==> src/sv/hbf_pkg.sv <==
package hbf_pkg;

	localparam int MAX_BINS    = 64;
	localparam int VALUE_WIDTH = 32;
	localparam int TABLE_DEPTH = MAX_BINS + 1;
	localparam int IDX_W       = $clog2(TABLE_DEPTH);
	localparam int NB_W        = 7;

	localparam logic OP_LOAD     = 1'b0;
	localparam logic OP_CLASSIFY = 1'b1;

	typedef logic [IDX_W-1:0]              idx_t;
	typedef logic [NB_W-1:0]               nb_t;
	typedef logic signed [VALUE_WIDTH-1:0] value_t;

	typedef struct packed {
		logic   we;
		idx_t   waddr;
		value_t wdata;
		idx_t   raddr;
	} ram_req_t;

	// zero counts as one bin, anything above the table saturates
	function automatic nb_t bins_in_use(nb_t n);
		nb_t r;
		if (n == '0)
			r = NB_W'(1);
		else if (n > NB_W'(MAX_BINS))
			r = NB_W'(MAX_BINS);
		else
			r = n;
		return r;
	endfunction

endpackage

==> src/sv/hbf_item_if.sv <==
interface hbf_item_if;
	import hbf_pkg::*;

	logic   valid;
	logic   ready;
	logic   op;
	logic [6:0] edge_index;
	value_t value;
	logic   last_sample;

	modport source (output valid, output op, output edge_index, output value,
		output last_sample, input ready);
	modport sink (input valid, input op, input edge_index, input value,
		input last_sample, output ready);
endinterface

==> src/sv/hbf_result_if.sv <==
interface hbf_result_if;
	import hbf_pkg::*;

	logic       valid;
	logic       ready;
	logic [6:0] bin;
	logic       no_bin;
	logic       batch_end;

	modport source (output valid, output bin, output no_bin, output batch_end,
		input ready);
	modport sink (input valid, input bin, input no_bin, input batch_end,
		output ready);
endinterface

==> src/sv/histogram_bin_finder_core.sv <==
// Histogram bin finder.
// items: valid/ready beats. op = load writes value into edge slot edge_index
// (slots above the table are dropped) and gives no result; op = classify
// looks the sample up in the edge table and gives one beat on results:
// bin, no_bin (sample in no bin, bin = bins in use) and batch_end.
// cfg_we/cfg_wdata set num_bins; write it only while the block is idle.
// Flow: a load is written into the table as it is accepted. A classify beat
// goes through RD_LO, RD_HI and CHK, then s halving steps (none when the
// sample is out of range, sits on the top edge or only one bin is in use,
// else up to ceil(log2(bins in use)), so at most 6), then DONE, which puts
// the result on results. Only one edge is read per step, through the single
// read port of the edge RAM; no new item is taken until DONE has finished.
// A finished result sits in the output register; the search carries on with
// the next item while results is stalled, and only waits before writing
// a second result into a full register.
// Reset clears the control state and sets num_bins to 1; the edge table is
// not cleared and must be loaded before use.
module histogram_bin_finder_core (
	input  logic         clk,
	input  logic         arst_n,
	input  logic         cfg_we,
	input  hbf_pkg::nb_t cfg_wdata,
	hbf_item_if.sink     items,
	hbf_result_if.source results
);
	import hbf_pkg::*;

	nb_t      num_bins_q;
	ram_req_t ram_req;
	value_t   rdata;

	always_ff @(posedge clk or negedge arst_n) begin
		if (!arst_n)
			num_bins_q <= NB_W'(1);
		else if (cfg_we)
			num_bins_q <= cfg_wdata;
	end

	hbf_edge_ram u_ram (
		.clk   (clk),
		.req   (ram_req),
		.rdata (rdata)
	);

	hbf_search u_search (
		.clk      (clk),
		.arst_n   (arst_n),
		.num_bins (num_bins_q),
		.items    (items),
		.results  (results),
		.ram_req  (ram_req),
		.rdata    (rdata)
	);

	// the table is only written from an accepted load beat
	assert property (@(posedge clk) disable iff (!arst_n)
		ram_req.we |-> (items.valid && items.ready && items.op == OP_LOAD))
		else $error("edge write without a load beat");

	assert property (@(posedge clk) disable iff (!arst_n)
		results.valid |-> (results.bin <= 7'(MAX_BINS)))
		else $error("bin beyond table");

	assert property (@(posedge clk) disable iff (!arst_n)
		(results.valid && results.no_bin) |-> (results.bin != '0))
		else $error("no_bin with bin zero");

	assert property (@(posedge clk) disable iff (!arst_n)
		(results.valid && !results.no_bin) |-> (results.bin < 7'(MAX_BINS)))
		else $error("in-range bin out of range");
endmodule

==> src/sv/hbf_edge_ram.sv <==
module hbf_edge_ram (
	input  logic              clk,
	input  hbf_pkg::ram_req_t req,
	output hbf_pkg::value_t   rdata
);
	import hbf_pkg::*;

	value_t mem_q [TABLE_DEPTH];
	value_t rdata_q;

	always_ff @(posedge clk) begin
		if (req.we)
			mem_q[req.waddr] <= req.wdata;
		rdata_q <= mem_q[req.raddr];
	end

	assign rdata = rdata_q;
endmodule

==> src/sv/hbf_search.sv <==
module hbf_search (
	input  logic              clk,
	input  logic              arst_n,
	input  hbf_pkg::nb_t      num_bins,
	hbf_item_if.sink          items,
	hbf_result_if.source      results,
	output hbf_pkg::ram_req_t ram_req,
	input  hbf_pkg::value_t   rdata
);
	import hbf_pkg::*;

	typedef enum logic [2:0] {
		S_IDLE,
		S_RD_LO,
		S_RD_HI,
		S_CHK,
		S_SRCH,
		S_DONE
	} state_t;

	state_t   state_q;
	value_t   x_q;
	logic     last_q;
	nb_t      nb_q;
	logic     ge_lo_q;
	idx_t     lo_q, hi_q, mid_q;
	nb_t      k_q;
	logic     res_valid_q;
	nb_t      res_bin_q;
	logic     res_nob_q;
	logic     res_end_q;

	logic     accept;
	logic     x_ge;
	logic     x_eq;
	idx_t     mid0;
	idx_t     new_lo, new_hi, new_mid;
	logic [IDX_W:0] bound_sum;
	logic     more;
	logic     out_free;

	assign items.ready = (state_q == S_IDLE);
	assign accept      = items.valid && items.ready;

	assign x_ge = (x_q >= rdata);
	assign x_eq = (x_q == rdata);
	assign mid0 = IDX_W'(nb_q >> 1);

	// one halving step: narrow the bounds and pick the next probe at once
	always_comb begin
		new_lo    = x_ge ? mid_q : lo_q;
		new_hi    = x_ge ? hi_q : mid_q;
		bound_sum = {1'b0, new_lo} + {1'b0, new_hi};
		new_mid   = bound_sum[IDX_W:1];
		more      = ({1'b0, new_lo} + (IDX_W+1)'(1)) < {1'b0, new_hi};
	end

	always_comb begin
		ram_req.we    = accept && (items.op == OP_LOAD)
			&& (items.edge_index <= 7'(MAX_BINS));
		ram_req.waddr = IDX_W'(items.edge_index);
		ram_req.wdata = items.value;
		case (state_q)
			S_RD_LO: ram_req.raddr = '0;
			S_RD_HI: ram_req.raddr = IDX_W'(nb_q);
			S_CHK:   ram_req.raddr = mid0;
			S_SRCH:  ram_req.raddr = new_mid;
			default: ram_req.raddr = '0;
		endcase
	end

	assign out_free = !res_valid_q || results.ready;

	always_ff @(posedge clk or negedge arst_n) begin
		if (!arst_n) begin
			state_q     <= S_IDLE;
			res_valid_q <= 1'b0;
			x_q         <= '0;
			last_q      <= 1'b0;
			nb_q        <= NB_W'(1);
			ge_lo_q     <= 1'b0;
			lo_q        <= '0;
			hi_q        <= '0;
			mid_q       <= '0;
			k_q         <= '0;
			res_bin_q   <= '0;
			res_nob_q   <= 1'b0;
			res_end_q   <= 1'b0;
		end else begin
			if (state_q == S_DONE && out_free)
				res_valid_q <= 1'b1;
			else if (results.valid && results.ready)
				res_valid_q <= 1'b0;
			unique case (state_q)
				S_IDLE: begin
					if (accept && items.op == OP_CLASSIFY) begin
						x_q     <= items.value;
						last_q  <= items.last_sample;
						nb_q    <= bins_in_use(num_bins);
						state_q <= S_RD_LO;
					end
				end
				S_RD_LO: state_q <= S_RD_HI;
				S_RD_HI: begin
					ge_lo_q <= x_ge;
					state_q <= S_CHK;
				end
				S_CHK: begin
					// rdata holds the top edge here
					if (x_eq) begin
						k_q     <= nb_q - NB_W'(1);
						state_q <= S_DONE;
					end else if (!(ge_lo_q && !x_ge)) begin
						k_q     <= nb_q;
						state_q <= S_DONE;
					end else if (nb_q > NB_W'(1)) begin
						lo_q    <= '0;
						hi_q    <= IDX_W'(nb_q);
						mid_q   <= mid0;
						state_q <= S_SRCH;
					end else begin
						k_q     <= '0;
						state_q <= S_DONE;
					end
				end
				S_SRCH: begin
					lo_q  <= new_lo;
					hi_q  <= new_hi;
					mid_q <= new_mid;
					if (!more) begin
						k_q     <= NB_W'(new_lo);
						state_q <= S_DONE;
					end
				end
				S_DONE: begin
					if (out_free) begin
						res_bin_q   <= k_q;
						res_nob_q   <= (k_q == nb_q);
						res_end_q   <= last_q;
						state_q     <= S_IDLE;
					end
				end
				default: state_q <= S_IDLE;
			endcase
		end
	end

	assign results.valid     = res_valid_q;
	assign results.bin       = res_bin_q;
	assign results.no_bin    = res_nob_q;
	assign results.batch_end = res_end_q;
endmodule

==> src/flat_wrapper.sv <==
// flat-port wrapper written by rule: the top's interface ports become plain ports
module histogram_bin_finder_core_flat import hbf_pkg::*;
  (clk, arst_n, cfg_we, cfg_wdata, items_valid, items_op, items_edge_index, items_value, items_last_sample, items_ready, results_valid, results_bin, results_no_bin, results_batch_end, results_ready);
  hbf_item_if items_i ();
  hbf_result_if results_i ();
  input  logic clk;
  input  logic arst_n;
  input  logic cfg_we;
  input  hbf_pkg::nb_t cfg_wdata;
  input wire logic [$bits(items_i.valid)-1:0] items_valid;
  input wire logic [$bits(items_i.op)-1:0] items_op;
  input wire logic [$bits(items_i.edge_index)-1:0] items_edge_index;
  input wire logic [$bits(items_i.value)-1:0] items_value;
  input wire logic [$bits(items_i.last_sample)-1:0] items_last_sample;
  output wire logic [$bits(items_i.ready)-1:0] items_ready;
  output wire logic [$bits(results_i.valid)-1:0] results_valid;
  output wire logic [$bits(results_i.bin)-1:0] results_bin;
  output wire logic [$bits(results_i.no_bin)-1:0] results_no_bin;
  output wire logic [$bits(results_i.batch_end)-1:0] results_batch_end;
  input wire logic [$bits(results_i.ready)-1:0] results_ready;
  assign items_i.valid = items_valid;
  assign items_i.op = items_op;
  assign items_i.edge_index = items_edge_index;
  assign items_i.value = items_value;
  assign items_i.last_sample = items_last_sample;
  assign items_ready = items_i.ready;
  assign results_valid = results_i.valid;
  assign results_bin = results_i.bin;
  assign results_no_bin = results_i.no_bin;
  assign results_batch_end = results_i.batch_end;
  assign results_i.ready = results_ready;
  histogram_bin_finder_core u_core (.clk(clk), .arst_n(arst_n), .cfg_we(cfg_we), .cfg_wdata(cfg_wdata), .items(items_i), .results(results_i));
endmodule
==> config.mk <==
export PLATFORM = sky130hd
export DESIGN_NAME = histogram_bin_finder_core_flat
export DESIGN_NICKNAME = d
export VERILOG_FILES = /design/src/sv/hbf_pkg.sv /design/src/sv/hbf_item_if.sv /design/src/sv/hbf_result_if.sv /design/src/sv/histogram_bin_finder_core.sv /design/src/sv/hbf_edge_ram.sv /design/src/sv/hbf_search.sv /design/src/flat_wrapper.sv
export SDC_FILE = /design/constraint.sdc
export NUM_CORES = 2
export LEC_CHECK = 0
export BUFFER_PORTS_ARGS = -buffer_cell sky130_fd_sc_hd__buf_2
export CELL_PAD_IN_SITES_DETAIL_PLACEMENT = 0
export CELL_PAD_IN_SITES_GLOBAL_PLACEMENT = 1
export CORE_UTILIZATION = 45
export DETAILED_ROUTE_END_ITERATION = 16
export PLACE_DENSITY = 0.64
export RECOVER_POWER = 25
export SYNTH_ARGS = -nofsm -noshare
export SYNTH_HDL_FRONTEND = slang
export SYNTH_HIERARCHICAL = 1
export SYNTH_SLANG_ARGS = --single-unit
==> constraint.sdc <==
create_clock -name clk -period 7.2 [get_ports clk]
set_clock_uncertainty 0.2 [all_clocks]
set_input_delay 0.36 -clock clk [delete_from_list [all_inputs] [get_ports clk]]
set_output_delay 0.36 -clock clk [all_outputs]
set_load 0.01 [all_outputs]
# Word level (Yosys, flattened, before mapping)
# Memory sizes are Yosys's and may differ from the RTL's. A register that Yosys moved wholly into a read port is not among the register bits.
# Cells that the tools add are included.
# totals
reg_bits,89
latch_bits,0
ram_bits,2080
mem_bits_ro,0
output_inout_bits,11
mem_count,1
# mem_list
name,words,width,read_ports,rd_clocked_by_memory_dff,wr,line,source
u_core.u_ram.mem_q,65,32,1,1,1,hbf_edge_ram.sv:8,value_t mem_q [TABLE_DEPTH];
# op_classes
addsub,3
mul,0
div,0
order_cmp,5
n_eq_ne,14
shifts,0
mux,33
bitwise,1
n_reduce_logical,19
# op_table
cell,n
$mux 7,17
$pmux 7 s2,4
$eq 32x32->1,1
$ge 32x32->1,1
$pmux 7 s3,1
$pmux 3 s6,1
$ne 2x2->1 const B,5
$mux 3,3
$add 7x1->8 const B,1
$add 7x7->8,1
$lt 8x7->1,1
$eq 7x7->1,1
$gt 7x1->1 const B,1
$gt 7x7->1 const B,1
$le 7x7->1 const B,1
$logic_and 1x1->1,7
$logic_not 7->1,1
$mux 1,7
$sub 7x1->7 const B,1
$eq 3x2->1 const B,2
$eq 3x3->1 const B,2
$reduce_and 3->1,2
$ne 4x4->1 const B,1
$reduce_and 2->1,2
other kinds (8),10

# Logic depth before layout (Yosys ltp)
# depth
word_depth,6
ltp_mapped,28

# Hierarchy
# The synthesis kept the hierarchy.
# by_module_without_submodules
mod,n_inst,cells_each,area_per_inst_um2,seq_area_each_um2
hbf_edge_ram,1,3869,80871.3,63100.5
hbf_search,1,575,5572.8,2053.2
histogram_bin_finder_core,1,15,292.8,176.4

# Worst setup path before layout
# Ideal clock, no wire load.
# synth_timing
path_type,register to register
startpoint,register u_core.u_search.x_q[13]
endpoint,"register u_core.u_ram.rdata_q[10], in the netlist u_core/u_ram/rdata[10] (read register of u_core.u_ram.mem_q)"
setup_ns,0.127
arrival_ns,5.699
required_ns,6.873
path_slack_ns,1.174
stages_incl_launch_ff,27
cell_sequence,dfrtp_1 -> ha_1 -> nand4_1 -> nor2_1 -> a221o_1 -> o31ai_2 -> a21oi_1 -> nor2_2 -> buf_4 -> buf_2 -> mux2i_1 -> inv_1 -> ha_1 -> a21o_1 -> a211oi_1 -> nor2_1 -> a21oi_1 -> xor2_1 -> o22ai_1 -> buf_2 -> buf_2 -> buf_2 -> buf_2 -> mux4_2 -> o21ai_0 -> a31oi_1 -> or3_1
# synth_rtl
element,line,source
start: declaration,hbf_search.sv:22,value_t x_q;
start signal: assignment,hbf_search.sv:97,x_q <= items.value;
end: declaration,hbf_edge_ram.sv:9,value_t rdata_q;

==> qor.yml <==
status: "finished, violations left"
violations: "max-capacitance violations, max-slew violations"
cts_buffers: 220
postCtsSetupRepairBufs: 0
regArea_um2: 65330
synth-main-ff-cell: "edfxtp_1"
clk_path_buf_depth: 3
cp_slowest_stage_delay_ps: 740
hold_viol: 0
multiInputGateArea_um2: 20130
seq_area_frac_synth_pct: 75.32
p_leak_nw: 32.59
wirelength_mm: 239.6
synth-edff-count: 2080
drive_gt1_share_pct: 26.87
cap_viol_max_count: 22
wl_per_cell_um: 30.95
die_h_um: 441.0
path_clk_slew_ps: 60
yosys.area.top_type: "edfxtp_1"
htreeDepth: 4
slew_viol_final: 1481
gp_congestion: 0.8582
placed_cell_area_um2: 94430
max_freq_ghz: 0.1454
syn_area_per_cell_um2: 19.45
root_buffer: "clkbuf_16"
port_buffers: 63
grt-ovfl-total: 0
layout_min_cycle_time_ps: 6879
die_w_um: 441.0
cp_max_fo: 14
synthCells: 4459
cts_tree: "built"
finalNetCount: 5140
tightest_slew_ps: 4232
core_um2: 190800
post-route-period-util_pct: 95.54
end_kind: "flop"
arrival_ps: 7430
p_per_area_nw_per_um2: 399.1
stdcell_area_um2: 101500
syn_area_um2: 86740
clock-sinks: 2201
drt_iter0_drc: 4691
via_count: 45720
antenna_found_initial: 22
cp-start-kind: "flop"
synth_seq_cells: 2201
synth_area_leaders: "edfxtp_1 72%, mux4_2 8.3%, mux2i_1 4.7%"
detail_route.first_pass.iterations: 6
area_growth_pct: 17.00
die_area_um2: 194500
grt_max_degree: 108
synth_nets: 4560
synthDominantCellAreaShare_pct: 72.01
ant_nets: 0
final_common_cell: "edfxtp_1"
setup_tns_ps: 0
async_flop_share_pct: 4.044
grt_pass1_wl_mm: 339.4
grt.total_usage_pct: 24.80
max-vdd-ir-drop_v: 0.0003350
initial_core_util_pct: 45.46
worstSetupPathType: "reg2reg"
cp.required_ps: 7750
num_rows: 160
min_path_type: "in2reg"
rsz0062_at_grt: "false"
dp_hpwl_mm: 144.4
clk_latency_ps: 890
grt_pass1_vias: 45600
ys_warn_count: 6
fill_cells: 15020
slew-limit-headroom_pct: -182.1
synth_cell_types: 74
mostFrequentLayoutCells: "2080 x edfxtp_1, 463 x buf_4, 408 x mux2i_1, 320 x mux4_2, 223 x clkbuf_16"
viasPerCell: 5.905
setup_viol: 0
boundaryPins: 64
drc: 0
slowest_stage: "a2111oi_0"
crit_top_cell: "buf_4"
-- registers in the layout, indices dropped and copies added, names as in the netlist --
name	count
u_core/u_ram/mem_q	2080
u_core/u_ram/rdata	32
u_core/u_search/x_q	32
u_core/num_bins_q	7
u_core/u_search/hi_q	7
u_core/u_search/k_q	7
u_core/u_search/lo_q	7
u_core/u_search/mid_q	7
u_core/u_search/nb_q	7
u_core/u_search/results.bin	7
u_core/u_search/state_q	3
u_core/u_search/ge_lo_q	1
u_core/u_search/last_q	1
u_core/u_search/results.batch_end	1
u_core/u_search/results.no_bin	1
u_core/u_search/results.valid	1
-- cell usage after synthesis, drive strengths merged, types with 19 or more instances --
cell and number:
buf 181, ha 47, inv 58, mux4 320, a21oi 63, nor3 19
dfxtp 32, a2111oi 32, or3 38, nor2 113, o22a 32, a31oi 38
a221oi 32, edfxtp 2080, o21ai 98, nand3 24, nor2b 106, mux2i 409
dfrtp 87, a211oi 196, o221ai 63, nand2 74, mux2 89, clkbuf 118
-- cell type report --
type / count / area share, %
inverter: 58 / 0.2145
antenna: 17 / 0.04192
multi-input combinational: 1901 / 19.84
tap: 2511 / 3.096
timing repair buffer: 657 / 5.733
clock buffer: 289 / 5.762
clock inverter: 108 / 0.9395
sequential: 2201 / 64.37
-- stage by stage --
stage	setup slack [ps]	std cells	utilization [%]	power, mW	hold WS (ps)
3_3_place_gp	407.0	7301	49.50	29.77	173.9
4_1_cts	350.0	7725	53.21	40.72	0.5720
2_1_floorplan	1174	4459	-	22.65	-135.6
5_1_grt	21.77	7727	53.17	42.09	50.44
3_5_place_dp	360.9	7301	49.50	29.83	182.1
6_report	320.8	7742	53.19	40.51	62.46
-- per-layer routing --
metal  vias up  global-route usage [%]  share of wire, %
met2      1578                   39.81                48
met3       335                   4.069               6.5
met1     24370                   34.93                43
met4         6                   7.261               2.9
li1      19430                       -                 -
met5         -                       0             0.010
-- worst max-delay path, delay by kind of cell, from the launching register on --
kind                     cells  cell delay, ps
AO/OA/AOI/OAI                8            2040
XOR/XNOR                     1             100
adder cells (fa/ha/maj)      2             590
buffers and inverters        9            1590
flip-flops                   1             390
multiplexers                 1             230
AND/OR/NAND/NOR              7            1550
-- path summary, 6_finish.rpt --
path	start	end	slack (ps)	depth (start not counted)
worst max register to register	u_core/u_search/x_q[15]	u_core/u_ram/rdata[20]	320	28
max in group asynchronous	arst_n	u_core/u_search/hi_q[4]	5660	4
worst min register to register	u_core/u_search/last_q	u_core/u_search/results.batch_end	280	1
worst min-delay path	items_op	u_core/u_search/nb_q[0]	60	3
min in group asynchronous	arst_n	u_core/u_search/results.valid	350	4
worst max-delay path	u_core/u_search/x_q[15]	u_core/u_ram/rdata[20]	320	28
-- timing repair --
| action | in CTS | in global routing |
|---|---|---|
| endpoints found under the setup margin | 0 | 2 |
| hold endpoints to repair | 110 | 0 |
| gates resized for setup | 0 | 2 |
| hold buffers | 27 | 0 |
-- logic make-up (layout without fill, tap and decap cells) --
kind of cell	count (synthesis)	count (layout)	share of synthesized area [%]
DFF	2201	2201	75.32
muxes	818	818	14.25
AOI/OAI and AO/OA	594	594	4.867
and+or+nand+nor	423	423	2.553
buffers and inverters	357	1112	2.128
adders and majority gates	48	48	0.7011
xor gates and xnor gates	18	18	0.1818
other	0	17	0
-- where the power goes --
part           internal [mW]  switching [mW]
registers               14.4           0.275
logic                   6.89            8.05
clock network           6.07            4.84
total                   27.3            13.2
Note: power is estimated with default switching activity, not from simulation.
